<file path="src/rtl/rpcw_pkg.sv">
// shared types and constants for the rgb pwm color wheel block
// no dependencies; imported by every module of the block
package rpcw_pkg;

  localparam int PHASE_W = 10;
  localparam int LEVEL_W = 8;
  localparam int LED_BITS_W = 6;

  localparam logic [PHASE_W-1:0] PHASE_TOP = 10'd512;
  localparam logic [LEVEL_W-1:0] LEVEL_MAX = 8'd255;
  localparam logic [LEVEL_W-1:0] LEVEL_MIN = 8'd0;
  localparam logic [LEVEL_W-1:0] HUE_STEP_RESET = 8'd1;

  // one led, red in the lowest bits
  typedef struct packed {
    logic [LEVEL_W-1:0] b;
    logic [LEVEL_W-1:0] g;
    logic [LEVEL_W-1:0] r;
  } rgb_t;

  // index 0 is the right led, index 1 the left led
  typedef rgb_t [1:0] led_pair_t;

endpackage

</file>
<file path="src/rtl/rpcw_wheel_step.sv">
// one hue wheel step for a single rgb led, saturating at 0 and 255
// depends on rpcw_pkg
module rpcw_wheel_step import rpcw_pkg::*; (
  input  rgb_t               cur,
  input  logic [LEVEL_W-1:0] step,
  output rgb_t               nxt
);

  function automatic logic [LEVEL_W-1:0] sat_add(input logic [LEVEL_W-1:0] a,
                                                 input logic [LEVEL_W-1:0] s);
    logic [LEVEL_W:0] sum;
    begin
      sum = {1'b0, a} + {1'b0, s};
      sat_add = sum[LEVEL_W] ? LEVEL_MAX : sum[LEVEL_W-1:0];
    end
  endfunction

  function automatic logic [LEVEL_W-1:0] sat_sub(input logic [LEVEL_W-1:0] a,
                                                 input logic [LEVEL_W-1:0] s);
    begin
      sat_sub = (a > s) ? (a - s) : LEVEL_MIN;
    end
  endfunction

  logic r_max, g_max, b_max, r_zero, g_zero, b_zero;

  assign r_max  = (cur.r == LEVEL_MAX);
  assign g_max  = (cur.g == LEVEL_MAX);
  assign b_max  = (cur.b == LEVEL_MAX);
  assign r_zero = (cur.r == LEVEL_MIN);
  assign g_zero = (cur.g == LEVEL_MIN);
  assign b_zero = (cur.b == LEVEL_MIN);

  // first matching rule wins
  always_comb begin
    nxt = cur;
    if (r_max && !g_max && b_zero) begin
      nxt.g = sat_add(cur.g, step);
    end else if (g_max && !r_zero && b_zero) begin
      nxt.r = sat_sub(cur.r, step);
    end else if (g_max && !b_max) begin
      nxt.b = sat_add(cur.b, step);
    end else if (b_max && !g_zero) begin
      nxt.g = sat_sub(cur.g, step);
    end else if (b_max && !r_max) begin
      nxt.r = sat_add(cur.r, step);
    end else if (r_max && !b_zero) begin
      nxt.b = sat_sub(cur.b, step);
    end
  end

endmodule

</file>
<file path="src/rtl/rpcw_pwm_cmp.sv">
// pwm compare of the phase against all six channel levels
// depends on rpcw_pkg
module rpcw_pwm_cmp import rpcw_pkg::*; (
  input  logic [PHASE_W-1:0]    phase,
  input  led_pair_t             leds,
  output logic [LED_BITS_W-1:0] led_bits
);

  logic              in_window;
  logic [LEVEL_W-1:0] ph;

  // only phase values below 256 drive the leds
  assign in_window = (phase[PHASE_W-1:LEVEL_W] == '0);
  assign ph        = phase[LEVEL_W-1:0];

  always_comb begin
    for (int i = 0; i < 2; i++) begin
      led_bits[3*i]   = in_window && (ph < leds[i].r);
      led_bits[3*i+1] = in_window && (ph < leds[i].g);
      led_bits[3*i+2] = in_window && (ph < leds[i].b);
    end
  end

endmodule

</file>
<file path="src/rtl/rgb_pwm_color_wheel_top.sv">
// top level of the rgb pwm color wheel: input register, phase and level state,
// result register; depends on rpcw_pkg, rpcw_pwm_cmp, rpcw_wheel_step
//
//   channel  handshake          payload
//   s_*      s_tvalid/s_tready  s_tdata[0] tick
//   m_*      m_tvalid/m_tready  m_tdata[5:0] led_bits, m_tdata[6] period_start
//   cfg_*    cfg_valid/cfg_ready cfg_data hue_step
//
// one word per cycle in and out while the output is not stalled; a word passes the input
// register and then the result register; the phase/level update and the result register
// load happen together when the input register advances, so a new word can follow every cycle
// a stalled output holds the input register, which then holds s_tready low
// synchronous reset clears the phase, restores the start colors and sets hue_step to 1
// cfg_ready is always high
module rgb_pwm_color_wheel_top import rpcw_pkg::*; (
  input  logic       clk,
  input  logic       rst,
  input  logic       s_tvalid,
  output logic       s_tready,
  input  logic [7:0] s_tdata,   // [0] tick, [7:1] zero
  output logic       m_tvalid,
  input  logic       m_tready,
  output logic [7:0] m_tdata,   // [5:0] led_bits, [6] period_start, [7] zero
  input  logic       cfg_valid,
  output logic       cfg_ready,
  input  logic [7:0] cfg_data   // [7:0] hue_step
);

  logic               in_valid;
  logic               in_tick;
  logic [LEVEL_W-1:0] hue_step;
  logic [PHASE_W-1:0] pwm_phase;
  logic [PHASE_W-1:0] pwm_phase_next;
  led_pair_t          leds;
  led_pair_t          leds_stepped;
  logic [LED_BITS_W-1:0] led_bits_next;
  logic               wrap;
  logic               advance;

  assign advance   = in_valid && (!m_tvalid || m_tready);
  assign s_tready  = !in_valid || advance;
  assign cfg_ready = 1'b1;

  always_comb begin
    pwm_phase_next = pwm_phase;
    if (in_tick) begin
      pwm_phase_next = (pwm_phase < PHASE_TOP) ? (pwm_phase + 10'd1) : '0;
    end
  end

  assign wrap = in_tick && (pwm_phase_next == '0);

  rpcw_pwm_cmp u_cmp (
    .phase    (pwm_phase_next),
    .leds     (leds),
    .led_bits (led_bits_next)
  );

  for (genvar g = 0; g < 2; g++) begin : g_led
    rpcw_wheel_step u_step (
      .cur  (leds[g]),
      .step (hue_step),
      .nxt  (leds_stepped[g])
    );
  end

  // input register
  always_ff @(posedge clk) begin
    if (rst) begin
      in_valid <= 1'b0;
    end else if (s_tready) begin
      in_valid <= s_tvalid;
    end
    if (s_tvalid && s_tready) begin
      in_tick <= s_tdata[0];
    end
  end

  always_ff @(posedge clk) begin
    if (rst) begin
      hue_step <= HUE_STEP_RESET;
    end else if (cfg_valid && cfg_ready) begin
      hue_step <= cfg_data;
    end
  end

  // state update; the word shows levels from before the step
  always_ff @(posedge clk) begin
    if (rst) begin
      pwm_phase <= '0;
      leds[0]   <= '{r: LEVEL_MIN, g: LEVEL_MAX, b: LEVEL_MIN};
      leds[1]   <= '{r: LEVEL_MAX, g: LEVEL_MIN, b: LEVEL_MIN};
    end else if (advance) begin
      pwm_phase <= pwm_phase_next;
      if (wrap) begin
        leds <= leds_stepped;
      end
    end
  end

  // result register
  always_ff @(posedge clk) begin
    if (rst) begin
      m_tvalid <= 1'b0;
    end else if (advance) begin
      m_tvalid <= 1'b1;
    end else if (m_tready) begin
      m_tvalid <= 1'b0;
    end
    if (advance) begin
      m_tdata <= {1'b0, wrap, led_bits_next};
    end
  end

  a_phase_range: assert property (@(posedge clk) disable iff (rst)
    pwm_phase <= PHASE_TOP)
    else $error("pwm phase beyond period end");

  a_start_at_zero: assert property (@(posedge clk) disable iff (rst)
    (m_tvalid && m_tdata[LED_BITS_W]) |-> (pwm_phase == '0))
    else $error("period start word without phase at zero");

  a_levels_hold: assert property (@(posedge clk) disable iff (rst)
    !(advance && wrap) |=> $stable(leds))
    else $error("levels changed without a wrap");

  a_phase_inc: assert property (@(posedge clk) disable iff (rst)
    (advance && in_tick && (pwm_phase < PHASE_TOP)) |=>
      (pwm_phase == $past(pwm_phase) + 10'd1))
    else $error("phase did not advance by one");

  a_ready_when_empty: assert property (@(posedge clk) disable iff (rst)
    !in_valid |-> s_tready)
    else $error("input stalled while input register empty");

endmodule
</file>
<file path="config.mk">
export PLATFORM = sky130hd
export DESIGN_NAME = rgb_pwm_color_wheel_top
export DESIGN_NICKNAME = d
export VERILOG_FILES = /design/src/rtl/rpcw_pkg.sv /design/src/rtl/rpcw_wheel_step.sv /design/src/rtl/rpcw_pwm_cmp.sv /design/src/rtl/rgb_pwm_color_wheel_top.sv
export SDC_FILE = /design/constraint.sdc
export NUM_CORES = 1
export LEC_CHECK = 0
export ABC_AREA = 0
export BUFFER_PORTS_ARGS = -buffer_cell sky130_fd_sc_hd__buf_2
export CAP_MARGIN = 10
export CORE_ASPECT_RATIO = 0.8
export CORE_MARGIN = 8
export CORE_UTILIZATION = 70
export CTS_CLUSTER_DIAMETER = 80
export DETAILED_ROUTE_END_ITERATION = 6
export PLACE_DENSITY = 0.92
export SYNTH_ARGS = -nofsm -noshare
export SYNTH_HDL_FRONTEND = slang
export SYNTH_HIERARCHICAL = 1
export SYNTH_SLANG_ARGS = --single-unit
</file>
<file path="constraint.sdc">
create_clock -name clk -period 4.14 [get_ports clk]
set_input_delay 0.828 -clock clk [delete_from_list [all_inputs] [get_ports clk]]
set_output_delay 0.828 -clock clk [all_outputs]
set_load 0.01 [all_outputs]
</file>
Yosys cells after proc, flatten, opt, wreduce, memory -nomap -nowiden. Cells that the tools add are included. W data, S select, Z words.

Add/subtract/negate cells: 13. Multiply operators: 0. Divide/modulo/power cells: 0. $lt $le $gt $ge: 13. Equal/unequal tests: 18. Shifts and indexed selects: 0. Multiplexer cells: 38. Bitwise operators: 4. Reduce and logical (&&, ||, !) cells: 62.

Operators by type and width (number): $mux W8 (32); $add A8 B8 Y9 (6); $eq A8 B8 Y1 const B (6); $gt A8 B8 Y1 (6); $logic_not A8 Y1 (6); $lt A8 B8 Y1 (6); $sub A8 B8 Y8 (6); $mux W16 (2); $logic_and A1 B1 Y1 (25); $ne A2 B1 Y1 const B (12); $mux W10 (2); $logic_not A1 Y1 (14); $reduce_and A7 Y1 (2); $reduce_bool A2 Y1 (7); $reduce_and A6 Y1 (2); $add A10 B1 Y10 const B (1); $logic_not A10 Y1 (1); $lt A10 B10 Y1 const B (1); $reduce_and A5 Y1 (2); $not A1 Y1 (4); $logic_not A2 Y1 (1); $logic_or A1 B1 Y1 (2); $mux W1 (2).

Bits in registers: 76. Latch bits: 0. Bits in writable memories: 0. ROM bits: 0. Bits of input ports: 21. Output and inout bits: 11. Logic and storage cells: 160. Memories: 0.

Longest topological paths before layout.
Depth after elaboration: 8. Mapped depth: 14. Depth with buffers taken out: 13.

Modules after synthesis. The synthesis kept the hierarchy.

By module, submodules not included: rgb_pwm_color_wheel_top (times used 1, cells an instance 354, area each 3378.2 µm², sequential area each 1601.5 µm²); rpcw_wheel_step (g_led[1].u_step) (times used 1, cells an instance 402, area each 2876.5 µm², sequential area each 0.0 µm²); rpcw_wheel_step (g_led[0].u_step) (times used 1, cells an instance 384, area each 2758.9 µm², sequential area each 0.0 µm²); rpcw_pwm_cmp (times used 1, cells an instance 144, area each 1138.6 µm², sequential area each 0.0 µm²).

Worst setup path after synthesis. Ideal clock, no wire load.

Kind: reg-to-reg. Start point: reg hue_step[1]. End point: reg leds[34] (netlist name). Setup time: 0.072 ns. Arrival: 2.680 ns. Data required time: 4.068 ns. Path slack: 1.388 ns. Cell stages (with the launch flop): 11. Buffers on the path: 0. Period minus slack after synthesis: 2.752 ns. Cells stage by stage: dfxtp_1 -> inv_1 -> fa_1 -> o21bai_1 -> a21oi_1 -> o31ai_1 -> a21boi_2 -> a32o_1 -> a211oi_1 -> nand2b_1 -> mux2i_1.

RTL lines: from (decl) (line rgb_pwm_color_wheel_top.sv:31) `logic [LEVEL_W-1:0] hue_step;`; from (signal assigned) (line rgb_pwm_color_wheel_top.sv:83) `hue_step <= cfg_data;`.

==> impl_results.md <==
* Synth Flop Type: dfxtp_1
* CTS Root Cell: clkbuf_16
* P&R area growth vs syn at 4.70%
* Leading area contributor after synthesis: ha_1
* Hold EP: pwm_phase[5]$_SDFFE_PP0P_
* Resized Gates After CTS at 0
* Cell Count, Final, Fillers Out at 1461
* Least-Margin Pin Slew at 1100 ps
* 1st-iter DRT viols at 1512
* DP Worst Slack at 769 ps
* Synth top area cells: ha_1 (17%), dfxtp_1 (13%), mux2i_1 (5.9%), nand2b_1 (5.5%), nor2_1 (5.0%)
* Worst Path Required at 4420 ps
* Fraction of registers with async set or reset after synthesis at 0
* Final worst slack at 595 ps
* Max Cap Viol at 0
* Nets at 1444
* Slew Limit Headroom at 0.267
* Register area share after synthesis at 0.158
* WL met2 at 12.0 mm
* Setup tns final at 0 ps
* Reg2reg path depth at 12
* Post-route ant nets at 0
* Flop-to-flop setup slack at 590 ps
* CTS Sinks at 76
* Tcrit/Tclk final at 0.856
* Layout cells sized above 1 at 0.0901
* Largest net degree at the start of global routing at 65
* Core Region at 14200 um^2
* Fmax at 282 MHz
* Synth top area share at 0.171
* Num CTS Buffers at 9
* DRC viols at 0
* Fin crit period at 3550 ps
* Drt wl/cell at 19.9 um
* Min-delay src: pwm_phase[5]$_SDFFE_PP0P_
* Worst min path class: register to register
* Initial Util at 0.713
* Met1 wire length at 12.1 mm
* Cell Area, Synth at 10200 um^2
* Vias at 10.1k
* CTS max path bufs at 2
* Die X at 151 um
* Total gr overflow at 0
* Worst-path clk slew at 70 ps
* EDFF count, synth at 8
* Die ar. at 18600 um^2
* Synthesis-stage register bit count at 76
* First-pass GRT wire length at 47.2 mm
* Final clock skew at 11.3 ps
* Outcome: finished, final reports clean
* Worst hold path stage count at 2
* Hold_buf cts at 0
* Setup Fix Bufs, Post-CTS at 0
* Post-Synthesis Cells at 1284
* Most instantiated library cell after synthesis: ha_1
* Height of the die at 124 um
* Port Buffers at 22
* Io pins at 32
* Crit path max fanout at 13
* Synth warnings at 6
* Dpl hpwl at 20.8 mm
* DR top layer: met4
* Clock insertion delay at the later pin of the skew report at 360 ps
* Leakage power figure at 4.80 nW
* Crit start category: register
* Inserted Diodes at 0
* Antenna violations before repair at 0
* Worst setup EP type: register
* GRT Util Overall at 0.316
* Vias per cell at 6.90
* Most frequent cells after synthesis: ha_1 (139), nor2_1 (134), inv_1 (108)
* RR Endpoint: leds[15]$_SDFFE_PP1P_
* H-tree depth at 3
* Fin. max-slew vios at 0
* Final hold vios at 0
* Number of global-route vias before repair at 9307
* Avg Inst Size Synth at 7.91 um^2
* Reg2Reg Launch Point: hue_step[0]$_SDFFE_PP1P_
* Rows at 39
* Peak VDD IR at 0.273 mV
* Synth unique cells at 98
* Cell Count Post-Placement at 1445
* CTS tree: yes
* Critical path class: register to register
* Net count of the mapped netlist at 1456
* Finish-stage setup viols at 0
* Met3 Routed Length at 4.08 mm
* DR pass1 iterations at 7
* WP data arrival at 3820 ps
* Final WL at 29.1 mm
* Placer Congestion at 1.00
* RSZ-0062 raised after global routing: false
* Pwr dens at 208 nW/um^2
-- worst max-delay path by stage --
| stage | end | slack, ps | cells past startpoint | startpoint |
|---|---|---|---|---|
| 6_report | leds[15]$_SDFFE_PP1P_ | 590 | 12 | hue_step[0]$_SDFFE_PP1P_ |
| 5_1_grt | leds[15]$_SDFFE_PP1P_ | 420 | 12 | hue_step[0]$_SDFFE_PP1P_ |
| 4_1_cts | leds[15]$_SDFFE_PP1P_ | 730 | 12 | hue_step[0]$_SDFFE_PP1P_ |
| 3_5_place_dp | leds[15]$_SDFFE_PP1P_ | 770 | 12 | hue_step[0]$_SDFFE_PP1P_ |
| 3_3_place_gp | leds[28]$_SDFFE_PP1P_ | 810 | 11 | hue_step[0]$_SDFFE_PP1P_ |
| 2_1_floorplan | leds[34]$_SDFFE_PP0P_ | 1390 | 10 | hue_step[1]$_SDFFE_PP0P_ |
-- kinds of logic (layout without fill, tap and decap cells) --
kind of cell,after synthesis,count (layout),synth area share
and+or+nand+nor,473,473,0.253
AOI/OAI and AO/OA,318,318,0.231
buffers and inverters,167,160,0.0704
adders and majority gates,151,151,0.195
DFF,76,76,0.158
muxes,63,63,0.0625
xor gates and xnor gates,34,34,0.0293
other,2,2,0.000740
-- where the power goes --
part | total (mW) | internal, mW | leakage [nW] | switching (mW)
sequential | 0.791 | 0.760 | 0.621 | 0.0308
clock | 0.938 | 0.582 | 0.171 | 0.356
combinational | 0.487 | 0.199 | 4.01 | 0.288
-- placed cells by master (no fill, tap or decap), drive strengths merged, types with 14 or more instances in the layout --
cell type	synthesis	layout
a21oi	76	76
buf	20	35
dfxtp	68	68
ha	139	139
inv	108	109
mux2i	60	60
nand2	69	69
nand2b	89	89
nand3	14	14
nand4	33	33
nor2	135	135
nor2b	26	26
nor3	32	32
o21ai	46	46
or3	14	14
xnor2	23	23
-- per-layer routing --
layer | global-route usage | up-vias
met5 | 0 | -
met4 | 0.125 | 0
met3 | 0.0984 | 125
met2 | 0.464 | 699
met1 | 0.427 | 4658
li1 | - | 4600
-- worst max-delay path, stage by stage (launching register included) --
cell      delay [ps]
dfxtp_1          920
ha_1             310
inv_1             60
fa_1             400
o21bai_1         150
a21oi_1          140
o31ai_1          440
a21oi_1          180
o21ai_2          290
nor2_1            80
a211oi_1         250
nor2_1            80
mux2i_1          150
-- cell type report --
type / instances / area, um^2
multi-input cells: 1041 / 7840
fillers: 1021 / 3620
flip-flops and latches: 76 / 1600
inverters: 109 / 409
clock buffers: 11 / 264
well taps: 184 / 230
repair buffers: 35 / 208
clock inverters: 5 / 80.1
-- registers in the layout (all words and copies together) (netlist names) --
name / flops
in_tick: 1
in_valid: 1
m_tdata: 7
m_tvalid: 1
leds: 48
pwm_phase: 10
hue_step: 8
-- per-stage QoR --
step                 util  total power, mW  hold slack [ps]  instance area, um^2
CTS                 0.746             2.20              501                10600
floorplan               -             1.15              454                10200
global route        0.746             2.30              522                10600
detailed placement  0.722             1.27              489                10300
finish              0.746             2.22              501                10600
global placement    0.722             1.25              468                10300
Power figures use the tool's default switching activity.
